==> src/rtl/core/psw_pkg.sv <==
// Shared types and constants for the per-sensor window average block.
package psw_pkg;

    localparam int NUM_SENSORS_DEF = 16;
    localparam int WINDOW_LEN_DEF  = 6;

    localparam int SAMPLE_W = 16;
    localparam int SENSOR_W = 4;

    localparam int APB_ADDR_W = 3;
    localparam int APB_DATA_W = 32;
    localparam int REG_IDX_W  = APB_ADDR_W - 2;

    localparam logic [REG_IDX_W-1:0] REG_LEVEL_THRESHOLD = '0;
    localparam logic [SAMPLE_W-1:0]  THRESHOLD_RESET     = 16'd3840;

    localparam logic KIND_AVG    = 1'b0;
    localparam logic KIND_SAMPLE = 1'b1;

    typedef enum logic [2:0] {
        ST_IDLE,
        ST_WRITE,
        ST_SUM,
        ST_DIV,
        ST_AVG,
        ST_RD,
        ST_OUT
    } psw_state_t;

    typedef struct packed {
        logic s_ready;
        logic mem_we;
        logic sum_run;
        logic div_start;
        logic load_avg;
        logic load_win;
    } psw_ctrl_t;

endpackage

==> src/rtl/core/psw_div.sv <==
// Bit-serial restoring divider that produces one quotient bit per cycle.
module psw_div #(
    parameter int DIVIDEND_W = 19,
    parameter int DIVISOR_W  = 3
) (
    input  logic                  aclk,
    input  logic                  aresetn,
    input  logic                  start,
    input  logic [DIVIDEND_W-1:0] dividend,
    input  logic [DIVISOR_W-1:0]  divisor,
    output logic                  done,
    output logic [DIVIDEND_W-1:0] quotient
);

    localparam int STEP_W = $clog2(DIVIDEND_W + 1);

    logic                  busy_reg;
    logic                  done_reg;
    logic [STEP_W-1:0]     step_reg;
    logic [DIVISOR_W-1:0]  rem_reg;
    logic [DIVIDEND_W-1:0] quo_reg;

    logic [DIVISOR_W:0]    trial;
    logic [DIVISOR_W:0]    diff;
    logic                  ge;
    logic [DIVISOR_W-1:0]  rem_next;

    // The remainder stays below the divisor, so the trial value is below twice it.
    assign trial    = {rem_reg, quo_reg[DIVIDEND_W-1]};
    assign ge       = (trial >= {1'b0, divisor});
    assign diff     = trial - {1'b0, divisor};
    assign rem_next = ge ? diff[DIVISOR_W-1:0] : trial[DIVISOR_W-1:0];

    always_ff @(posedge aclk) begin
        if (!aresetn) begin
            busy_reg <= 1'b0;
            done_reg <= 1'b0;
            step_reg <= '0;
        end else begin
            done_reg <= 1'b0;
            if (start) begin
                busy_reg <= 1'b1;
                step_reg <= STEP_W'(DIVIDEND_W);
            end else if (busy_reg) begin
                step_reg <= step_reg - 1'b1;
                if (step_reg == STEP_W'(1)) begin
                    busy_reg <= 1'b0;
                    done_reg <= 1'b1;
                end
            end
        end
    end

    always_ff @(posedge aclk) begin
        if (start) begin
            rem_reg <= '0;
            quo_reg <= dividend;
        end else if (busy_reg) begin
            rem_reg <= rem_next;
            quo_reg <= {quo_reg[DIVIDEND_W-2:0], ge};
        end
    end

    assign done     = done_reg;
    assign quotient = quo_reg;

endmodule

==> src/rtl/core/per_sensor_window_average_threshold_top.sv <==
// Top level of the per-sensor sliding window average with threshold report.
//
// Usage: an input item carries a sensor number and an unsigned Q8.8 sample.
// The sample enters that sensor's window of the last WINDOW_LEN samples, and
// the truncated average of the filled entries is formed. An average below
// level_threshold gives one result item (kind 0, last set); otherwise one
// result item per filled entry carries the window samples oldest first, with
// last set on the final one. A sensor number at or above NUM_SENSORS is
// dropped and gives no result.
// Timing: one item is in work at a time and s_ready is low meanwhile. The
// window is summed through one memory read port, one entry a cycle, and the
// average comes from a bit-serial divider yielding one quotient bit per
// cycle, for each sum bit (19 at the default sizes). After the division an
// average report is loaded directly, while each window sample is first read
// from memory and then loaded into the output register.
// The last result waits in the output register while the next item is taken.
// Reset clears all fill counts and restores level_threshold to 15.0; the
// window memory itself is not cleared, since only filled entries are read.
// A stalled receiver simply holds the sequencer before each result item.
module per_sensor_window_average_threshold_top #(
    parameter int NUM_SENSORS = psw_pkg::NUM_SENSORS_DEF,
    parameter int WINDOW_LEN  = psw_pkg::WINDOW_LEN_DEF
) (
    input  logic                            aclk,
    input  logic                            aresetn,
    // Input channel.
    input  logic                            s_valid,
    output logic                            s_ready,
    input  logic [psw_pkg::SENSOR_W-1:0]    s_sensor_id,
    input  logic [psw_pkg::SAMPLE_W-1:0]    s_sample,
    // Result channel.
    output logic                            m_valid,
    input  logic                            m_ready,
    output logic [psw_pkg::SENSOR_W-1:0]    m_report_sensor,
    output logic                            m_report_kind,
    output logic [psw_pkg::SAMPLE_W-1:0]    m_value,
    output logic                            m_last,
    // Configuration port.
    input  logic                            psel,
    input  logic                            penable,
    input  logic                            pwrite,
    input  logic [psw_pkg::APB_ADDR_W-1:0]  paddr,
    input  logic [psw_pkg::APB_DATA_W-1:0]  pwdata,
    output logic [psw_pkg::APB_DATA_W-1:0]  prdata,
    output logic                            pready
);

    localparam int SAMPLE_W = psw_pkg::SAMPLE_W;
    localparam int SENSOR_W = psw_pkg::SENSOR_W;
    localparam int SID_W    = (NUM_SENSORS > 1) ? $clog2(NUM_SENSORS) : 1;
    localparam int SLOT_W   = $clog2(WINDOW_LEN);
    localparam int CNT_W    = $clog2(WINDOW_LEN + 1);
    localparam int DEPTH    = NUM_SENSORS * WINDOW_LEN;
    localparam int ADDR_W   = $clog2(DEPTH);
    localparam int SUM_W    = SAMPLE_W + $clog2(WINDOW_LEN);

    // ------------------------------------------------------------------
    // Configuration register.
    // ------------------------------------------------------------------
    logic [SAMPLE_W-1:0] thr_reg;
    logic                cfg_sel;
    logic                cfg_wr;

    assign pready  = 1'b1;
    assign cfg_sel = (paddr[psw_pkg::APB_ADDR_W-1:2] == psw_pkg::REG_LEVEL_THRESHOLD);
    assign cfg_wr  = psel && penable && pwrite && pready && cfg_sel;
    assign prdata  = cfg_sel ? psw_pkg::APB_DATA_W'(thr_reg) : '0;

    always_ff @(posedge aclk) begin
        if (!aresetn) begin
            thr_reg <= psw_pkg::THRESHOLD_RESET;
        end else if (cfg_wr) begin
            thr_reg <= pwdata[SAMPLE_W-1:0];
        end
    end

    // ------------------------------------------------------------------
    // Per-sensor bookkeeping. Each window is a ring in the memory: while it
    // fills, the oldest entry is slot zero; once full, head points at it.
    // ------------------------------------------------------------------
    logic [CNT_W-1:0]  fill_reg [NUM_SENSORS];
    logic [SLOT_W-1:0] head_reg [NUM_SENSORS];

    psw_pkg::psw_state_t state_reg, state_next;
    psw_pkg::psw_ctrl_t  ctrl;

    logic [SID_W-1:0]    in_sid;
    logic                id_ok;
    logic                take;
    logic [CNT_W-1:0]    old_cnt;
    logic [SLOT_W-1:0]   old_head;
    logic                not_full;
    logic [SLOT_W-1:0]   head_inc;
    logic [CNT_W-1:0]    new_cnt;
    logic [SLOT_W-1:0]   new_head;
    logic [SLOT_W-1:0]   in_wr_slot;
    logic [ADDR_W-1:0]   in_base;

    assign in_sid     = SID_W'(s_sensor_id);
    assign id_ok      = (32'(s_sensor_id) < NUM_SENSORS);
    assign take       = s_valid && ctrl.s_ready && id_ok;
    assign old_cnt    = fill_reg[in_sid];
    assign old_head   = head_reg[in_sid];
    assign not_full   = (old_cnt < CNT_W'(WINDOW_LEN));
    assign head_inc   = (old_head == SLOT_W'(WINDOW_LEN - 1)) ? '0 : old_head + 1'b1;
    assign new_cnt    = not_full ? old_cnt + 1'b1 : old_cnt;
    assign new_head   = not_full ? '0 : head_inc;
    assign in_wr_slot = not_full ? SLOT_W'(old_cnt) : old_head;
    assign in_base    = ADDR_W'(in_sid) * ADDR_W'(WINDOW_LEN);

    always_ff @(posedge aclk) begin
        if (!aresetn) begin
            for (int i = 0; i < NUM_SENSORS; i++) begin
                fill_reg[i] <= '0;
                head_reg[i] <= '0;
            end
        end else if (take) begin
            fill_reg[in_sid] <= new_cnt;
            head_reg[in_sid] <= new_head;
        end
    end

    // ------------------------------------------------------------------
    // Item registers and the window memory.
    // ------------------------------------------------------------------
    logic [SENSOR_W-1:0] sensor_reg;
    logic [SAMPLE_W-1:0] sample_reg;
    logic [ADDR_W-1:0]   base_reg;
    logic [SLOT_W-1:0]   wr_slot_reg;
    logic [SLOT_W-1:0]   oldest_reg;
    logic [CNT_W-1:0]    cnt_reg;
    logic [CNT_W-1:0]    idx_reg;
    logic                rd_pend_reg;
    logic [SUM_W-1:0]    sum_reg;
    logic [SAMPLE_W-1:0] rdata_reg;

    logic [SAMPLE_W-1:0] window_mem [DEPTH];

    logic [SLOT_W:0]     rd_sum;
    logic [SLOT_W-1:0]   rd_slot;
    logic [ADDR_W-1:0]   rd_addr;
    logic [ADDR_W-1:0]   wr_addr;
    logic                issue;
    logic                out_free;
    logic                win_last;

    // Ring position of the idx-th oldest entry; a single wrap is enough.
    assign rd_sum  = {1'b0, oldest_reg} + (SLOT_W + 1)'(idx_reg);
    assign rd_slot = (rd_sum >= (SLOT_W + 1)'(WINDOW_LEN)) ?
                     SLOT_W'(rd_sum - (SLOT_W + 1)'(WINDOW_LEN)) : SLOT_W'(rd_sum);
    assign rd_addr = base_reg + ADDR_W'(rd_slot);
    assign wr_addr = base_reg + ADDR_W'(wr_slot_reg);

    assign issue    = (idx_reg < cnt_reg);
    assign out_free = !m_valid || m_ready;
    assign win_last = ((idx_reg + 1'b1) == cnt_reg);

    always_ff @(posedge aclk) begin
        if (ctrl.mem_we) begin
            window_mem[wr_addr] <= sample_reg;
        end
        rdata_reg <= window_mem[rd_addr];
    end

    always_ff @(posedge aclk) begin
        if (take) begin
            sensor_reg  <= s_sensor_id;
            sample_reg  <= s_sample;
            base_reg    <= in_base;
            wr_slot_reg <= in_wr_slot;
            oldest_reg  <= new_head;
            cnt_reg     <= new_cnt;
        end
    end

    // Accumulator: one read issued and one earlier read added each cycle.
    always_ff @(posedge aclk) begin
        if (!aresetn) begin
            idx_reg     <= '0;
            rd_pend_reg <= 1'b0;
        end else begin
            if (take || ctrl.div_start) begin
                idx_reg <= '0;
            end else if ((ctrl.sum_run && issue) || ctrl.load_win) begin
                idx_reg <= idx_reg + 1'b1;
            end
            rd_pend_reg <= ctrl.sum_run && issue;
        end
    end

    always_ff @(posedge aclk) begin
        if (take) begin
            sum_reg <= '0;
        end else if (ctrl.sum_run && rd_pend_reg) begin
            sum_reg <= sum_reg + SUM_W'(rdata_reg);
        end
    end

    // ------------------------------------------------------------------
    // Shared divider for the average.
    // ------------------------------------------------------------------
    logic             div_done;
    logic [SUM_W-1:0] div_quo;
    logic             below;

    psw_div #(
        .DIVIDEND_W (SUM_W),
        .DIVISOR_W  (CNT_W)
    ) u_div (
        .aclk     (aclk),
        .aresetn  (aresetn),
        .start    (ctrl.div_start),
        .dividend (sum_reg),
        .divisor  (cnt_reg),
        .done     (div_done),
        .quotient (div_quo)
    );

    assign below = (div_quo < SUM_W'(thr_reg));

    // ------------------------------------------------------------------
    // Sequencer.
    // ------------------------------------------------------------------
    always_ff @(posedge aclk) begin
        if (!aresetn) begin
            state_reg <= psw_pkg::ST_IDLE;
        end else begin
            state_reg <= state_next;
        end
    end

    always_comb begin
        state_next = state_reg;
        case (state_reg)
            psw_pkg::ST_IDLE: begin
                if (take) begin
                    state_next = psw_pkg::ST_WRITE;
                end
            end
            psw_pkg::ST_WRITE: begin
                state_next = psw_pkg::ST_SUM;
            end
            psw_pkg::ST_SUM: begin
                if (!issue && !rd_pend_reg) begin
                    state_next = psw_pkg::ST_DIV;
                end
            end
            psw_pkg::ST_DIV: begin
                if (div_done) begin
                    state_next = below ? psw_pkg::ST_AVG : psw_pkg::ST_RD;
                end
            end
            psw_pkg::ST_AVG: begin
                if (out_free) begin
                    state_next = psw_pkg::ST_IDLE;
                end
            end
            psw_pkg::ST_RD: begin
                state_next = psw_pkg::ST_OUT;
            end
            psw_pkg::ST_OUT: begin
                if (out_free) begin
                    state_next = win_last ? psw_pkg::ST_IDLE : psw_pkg::ST_RD;
                end
            end
            default: begin
                state_next = psw_pkg::ST_IDLE;
            end
        endcase
    end

    always_comb begin
        ctrl = '0;
        case (state_reg)
            psw_pkg::ST_IDLE: begin
                ctrl.s_ready = 1'b1;
            end
            psw_pkg::ST_WRITE: begin
                ctrl.mem_we = 1'b1;
            end
            psw_pkg::ST_SUM: begin
                ctrl.sum_run   = 1'b1;
                ctrl.div_start = !issue && !rd_pend_reg;
            end
            psw_pkg::ST_AVG: begin
                ctrl.load_avg = out_free;
            end
            psw_pkg::ST_OUT: begin
                ctrl.load_win = out_free;
            end
            default: begin
                ctrl = '0;
            end
        endcase
    end

    assign s_ready = ctrl.s_ready;

    // ------------------------------------------------------------------
    // Output register: it holds a result until it is taken, so the
    // sequencer may already be back in idle with a new item.
    // ------------------------------------------------------------------
    logic                m_valid_reg;
    logic [SENSOR_W-1:0] m_sensor_reg;
    logic                m_kind_reg;
    logic [SAMPLE_W-1:0] m_value_reg;
    logic                m_last_reg;

    always_ff @(posedge aclk) begin
        if (!aresetn) begin
            m_valid_reg <= 1'b0;
        end else if (ctrl.load_avg || ctrl.load_win) begin
            m_valid_reg <= 1'b1;
        end else if (m_ready) begin
            m_valid_reg <= 1'b0;
        end
    end

    always_ff @(posedge aclk) begin
        if (ctrl.load_avg) begin
            m_sensor_reg <= sensor_reg;
            m_kind_reg   <= psw_pkg::KIND_AVG;
            m_value_reg  <= SAMPLE_W'(div_quo);
            m_last_reg   <= 1'b1;
        end else if (ctrl.load_win) begin
            m_sensor_reg <= sensor_reg;
            m_kind_reg   <= psw_pkg::KIND_SAMPLE;
            m_value_reg  <= rdata_reg;
            m_last_reg   <= win_last;
        end
    end

    assign m_valid         = m_valid_reg;
    assign m_report_sensor = m_sensor_reg;
    assign m_report_kind   = m_kind_reg;
    assign m_value         = m_value_reg;
    assign m_last          = m_last_reg;

    // ------------------------------------------------------------------
    // Assertions.
    // ------------------------------------------------------------------
    a_avg_is_last: assert property (@(posedge aclk) disable iff (!aresetn)
        m_valid && (m_report_kind == psw_pkg::KIND_AVG) |-> m_last)
        else $error("average result without last");

    a_cnt_range: assert property (@(posedge aclk) disable iff (!aresetn)
        (state_reg == psw_pkg::ST_SUM) |->
            (cnt_reg != '0) && (cnt_reg <= CNT_W'(WINDOW_LEN)))
        else $error("fill count out of range while summing");

    a_div_done_in_div: assert property (@(posedge aclk) disable iff (!aresetn)
        div_done |-> (state_reg == psw_pkg::ST_DIV))
        else $error("divider finished outside its wait state");

    a_win_index: assert property (@(posedge aclk) disable iff (!aresetn)
        ctrl.load_win |-> (idx_reg < cnt_reg))
        else $error("window result beyond filled entries");

    a_no_overwrite: assert property (@(posedge aclk) disable iff (!aresetn)
        m_valid && !m_ready |=> m_valid && $stable(m_value) && $stable(m_last))
        else $error("pending result overwritten");

endmodule

==> config.mk <==
export PLATFORM = sky130hd
export DESIGN_NAME = per_sensor_window_average_threshold_top
export DESIGN_NICKNAME = d
export VERILOG_FILES = /design/src/rtl/core/psw_pkg.sv /design/src/rtl/core/psw_div.sv /design/src/rtl/core/per_sensor_window_average_threshold_top.sv
export SDC_FILE = /design/constraint.sdc
export NUM_CORES = 2
export LEC_CHECK = 0
export BUFFER_PORTS_ARGS = -buffer_cell sky130_fd_sc_hd__buf_2
export CAP_MARGIN = 20
export CORE_MARGIN = 1
export CORE_UTILIZATION = 64
export CTS_BUF_LIST = sky130_fd_sc_hd__clkbuf_8
export CTS_CLUSTER_DIAMETER = 30
export DETAILED_ROUTE_END_ITERATION = 16
export PLACE_DENSITY = 0.81
export SKIP_LAST_GASP = 1
export SYNTH_ARGS = -nofsm -noshare
export SYNTH_HDL_FRONTEND = slang
export SYNTH_HIERARCHICAL = 1
export SYNTH_SLANG_ARGS = --single-unit
==> constraint.sdc <==
create_clock -name aclk -period 9.6 [get_ports aclk]
set_clock_uncertainty 0.05 [all_clocks]
set_input_delay 0.96 -clock aclk [delete_from_list [all_inputs] [get_ports aclk]]
set_output_delay 0.96 -clock aclk [all_outputs]
set_load 0.03 [all_outputs]
==> impl_results.rst <==
.. list-table::
   :header-rows: 1

   * - Metric
     - Value
   * - Largest driver fanout on the critical path
     - between 60 and 70
   * - Instance area at placement
     - approximately 73000 µm²
   * - Power per cell area
     - between 200 and 300 nW/µm²
   * - Achievable Freq
     - between 150 and 200 MHz
   * - Die area
     - around 110000 µm²
   * - Quantity of I/O buffers inserted on ports
     - 83
   * - Initial antenna violation count
     - 4
   * - Number of hold buffers added after cts
     - 0
   * - First-pass GRT wire length
     - around 250 mm
   * - Final Non-Filler Cells
     - ~5500
   * - Setup repair after global routing missed its margin
     - false
   * - Final TNS setup
     - 0 ps
   * - Yosys cell types
     - 80
   * - Initial cell density of the core
     - around 65%
   * - Std-Cell Rows
     - 121
   * - Fraction of layout cells with a size suffix above 1
     - 31.2%
   * - TritonCTS Buffers
     - 326
   * - Number of nets still failing antenna checks after routing
     - 0
   * - Register bit total from synthesis
     - roughly 1800
   * - Crit. End Element
     - register
   * - Reg clk slew, reported paths
     - about 60 ps
   * - Slew Limit Fails
     - 0
   * - Static Leakage
     - roughly 26 nW
   * - Outcome
     - completed
   * - Final design area excluding fillers
     - roughly 80000 µm²
   * - Final Critical Period
     - roughly 5500 ps
   * - Routability Congestion
     - between 0.8 and 0.9
   * - # DRC
     - 0
   * - Max Cap Violations
     - 0
   * - Worst Setup Path Type
     - register to register
   * - Longest individual stage delay on the worst path
     - 970 ps
   * - Required time at the worst-slack endpoint
     - roughly 10000 ps
   * - Clock tree from TritonCTS
     - yes
   * - Fraction of post-synthesis cell area in the top cell type by area
     - 72.6%
   * - Area growth from synthesis to layout
     - 13.1%
   * - Arrival time at the worst endpoint
     - 6320 ps
   * - Clock H-tree levels
     - 5
   * - Ordered cell list for the critical path
     - ha_4, inv_1, fa_1, xnor2_1, nor2_1, mux2_2, ha_4, fa_4, buf_4, mux4_2, mux4_1, mux2_2, nand2_1, o211ai_1
   * - # IOs
     - 119
   * - Drt pass-1 iters
     - 9
   * - Largest net degree at the start of global routing
     - about 120
   * - Number of setup violations in the final report
     - 0
   * - Hold crit path type
     - input port to register
   * - Share of flip-flops with an asynchronous set or reset after synthesis
     - 0%
   * - Maximum resistive drop on vdd
     - around 0.23 mV
   * - Worst-margin pin slew
     - 1240 ps
   * - Total number of nets in the final design
     - between 3000 and 4000
   * - Wire length reported by the detailed router
     - ~170 mm
   * - Portion of the post-synthesis area used by sequential elements
     - approximately three quarters
   * - Tot Pwr
     - about 21 mW
   * - DIE WIDTH
     - between 300 and 400 µm
   * - Final count of hold timing violations
     - 0
   * - Count of flip-flops with a built-in enable after synthesis
     - around 1700
   * - Post-DR vias/cell
     - 6.76
   * - Biggest area consumer among synthesized cells
     - edfxtp_1
   * - Placed wire-length estimate
     - about 94 mm
   * - Main flop type after synthesis
     - edfxtp_1
   * - Average instance area after synthesis
     - ~21 µm²
   * - Sum of overflow across all layers after global routing
     - 0
   * - CTS sink cnt
     - 1776
   * - Height of the die
     - approximately 330 µm
   * - Clock root cell
     - clkbuf_8
   * - Number of flip-flops in the largest register
     - around 1500
   * - Cell class contributing the biggest share of worst-path delay
     - multiplexers
   * - Layout fillers
     - ~5600
   * - Normalized max-slew margin
     - between 10% and 20%
   * - Gate count of the mapped netlist
     - ~3400
   * - Worst-case clock buffer depth
     - 4
   * - Number of instances resized during post-cts repair
     - 0
   * - Syn Std Cell Area
     - just over 70000 µm²
   * - Later-pin clock latency in the skew report
     - about 1000 ps
   * - Mean routed wirelength per cell
     - between 30 and 40 µm
   * - Cell count after placement
     - ~4900
   * - Crit share post-route
     - 57.8%
   * - Cell with the largest stage delay on the worst path
     - fa_4
   * - Area of the placeable core
     - approximately 110000 µm²
   * - CP startpoint kind
     - register
   * - GRT Resource Usage Total
     - 31.2%
   * - Post-CTS Setup Repair Bufs
     - 0
   * - Number of vias in the routed layout
     - roughly 37000
   * - Bufs and invs on worst path
     - 2
   * - Number of global-route vias before repair
     - roughly 38000
   * - Violation count after the first detailed-routing iteration
     - around 5000
   * - Most used cells in the layout excluding fill and tap cells
     - 1705 x edfxtp_1, 490 x mux4_2, 331 x clkbuf_8
   * - Most common cell after layout, fill and taps aside
     - edfxtp_1
   * - Dominant cells by area after synthesis
     - edfxtp_1 73%, mux4_2 16%, dfxtp_1 2.0%
   * - Total number of yosys warnings
     - 6
-- cells in the mapped netlist, drive strengths merged (9+ instances only) --
cell type and instances:
dfxtp 71, inv 52, edfxtp 1705, o21ai 20
a21boi 16, nand3 41, a21o 13, nor3 11
nand2 175, buf 100, mux2i 16, a21oi 39
nor2b 19, a22oi 10, a211oi 11, xnor2 23
o21a 9, mux2 44, nor2 238, nand2b 13
nand4 17, mux4 495, o211ai 16, ha 58
clkbuf 93, o22ai 10
-- power breakdown --
part	switching [mW]	internal, mW	leakage [nW]	total [mW]
combinational	2.42	1.79	6.58	4.21
clock	3.18	4.24	3.55	7.42
sequential	0.145	8.80	16.1	8.95
-- worst register-to-register path, stage by stage, from the launching register on --
cell	delay (ps)
dfxtp_1	400
ha_4	150
inv_1	40
fa_1	370
xnor2_1	240
nor2_1	70
mux2_2	290
ha_4	170
fa_4	970
buf_4	800
mux4_2	590
mux4_1	670
mux2_2	430
nand2_1	110
o211ai_1	100
-- worst paths after layout --
kind | from | end | slack [ps] | depth (start not counted)
worst min register to register | sensor_reg[2] | m_report_sensor[2] | 370 | 0
worst max-delay path | idx_reg[0] | rdata_reg[8] | 4050 | 14
worst max register to register | idx_reg[0] | rdata_reg[8] | 4050 | 14
worst min-delay path | s_sample[12] | sample_reg[12] | 150 | 1
-- through the flow --
step	util [%]	hold slack (ps)	setup WS [ps]
finish	73.1	150	4050
global route	73.1	123	3850
CTS	72.9	111	4110
detailed placement	66.9	376	4100
global placement	66.9	354	4140
floorplan	-	350	5420
-- area by class of cell --
type                    instances  area [µm²]  area share [%]
clock buffers                 331        4560            5.71
repair buffers                214        1570            1.96
multi-input cells            1414       16900            21.2
inverters                      53         199           0.249
diodes                          1        2.50         0.00314
well taps                    1476        1850            2.31
clock inverters               228        2090            2.62
flip-flops and latches       1776       52600            65.9
-- metal layers --
layer / global-route usage [%] / up-vias / wire length [µm]
met4: 14.6 / 2 / 7960
li1: - / 14800 / -
met3: 7.68 / 461 / 19700
met1: 41.9 / 19100 / 60400
met2: 48.9 / 2815 / 83200
met5: 0 / - / 12
-- cells by family (layout without fill, tap and decap cells) --
group | Yosys count | after routing | share of synthesized area (%)
other | 2 | 18 | 0.0106
buffers and inverters | 246 | 826 | 1.69
DFF | 1776 | 1776 | 74.6
xor gates and xnor gates | 31 | 31 | 0.411
adders and majority gates | 64 | 64 | 1.20
and+or+nand+nor | 567 | 567 | 3.59
muxes | 555 | 555 | 16.8
AOI/OAI and AO/OA | 180 | 180 | 1.77
(Power assumes the default switching activity.)
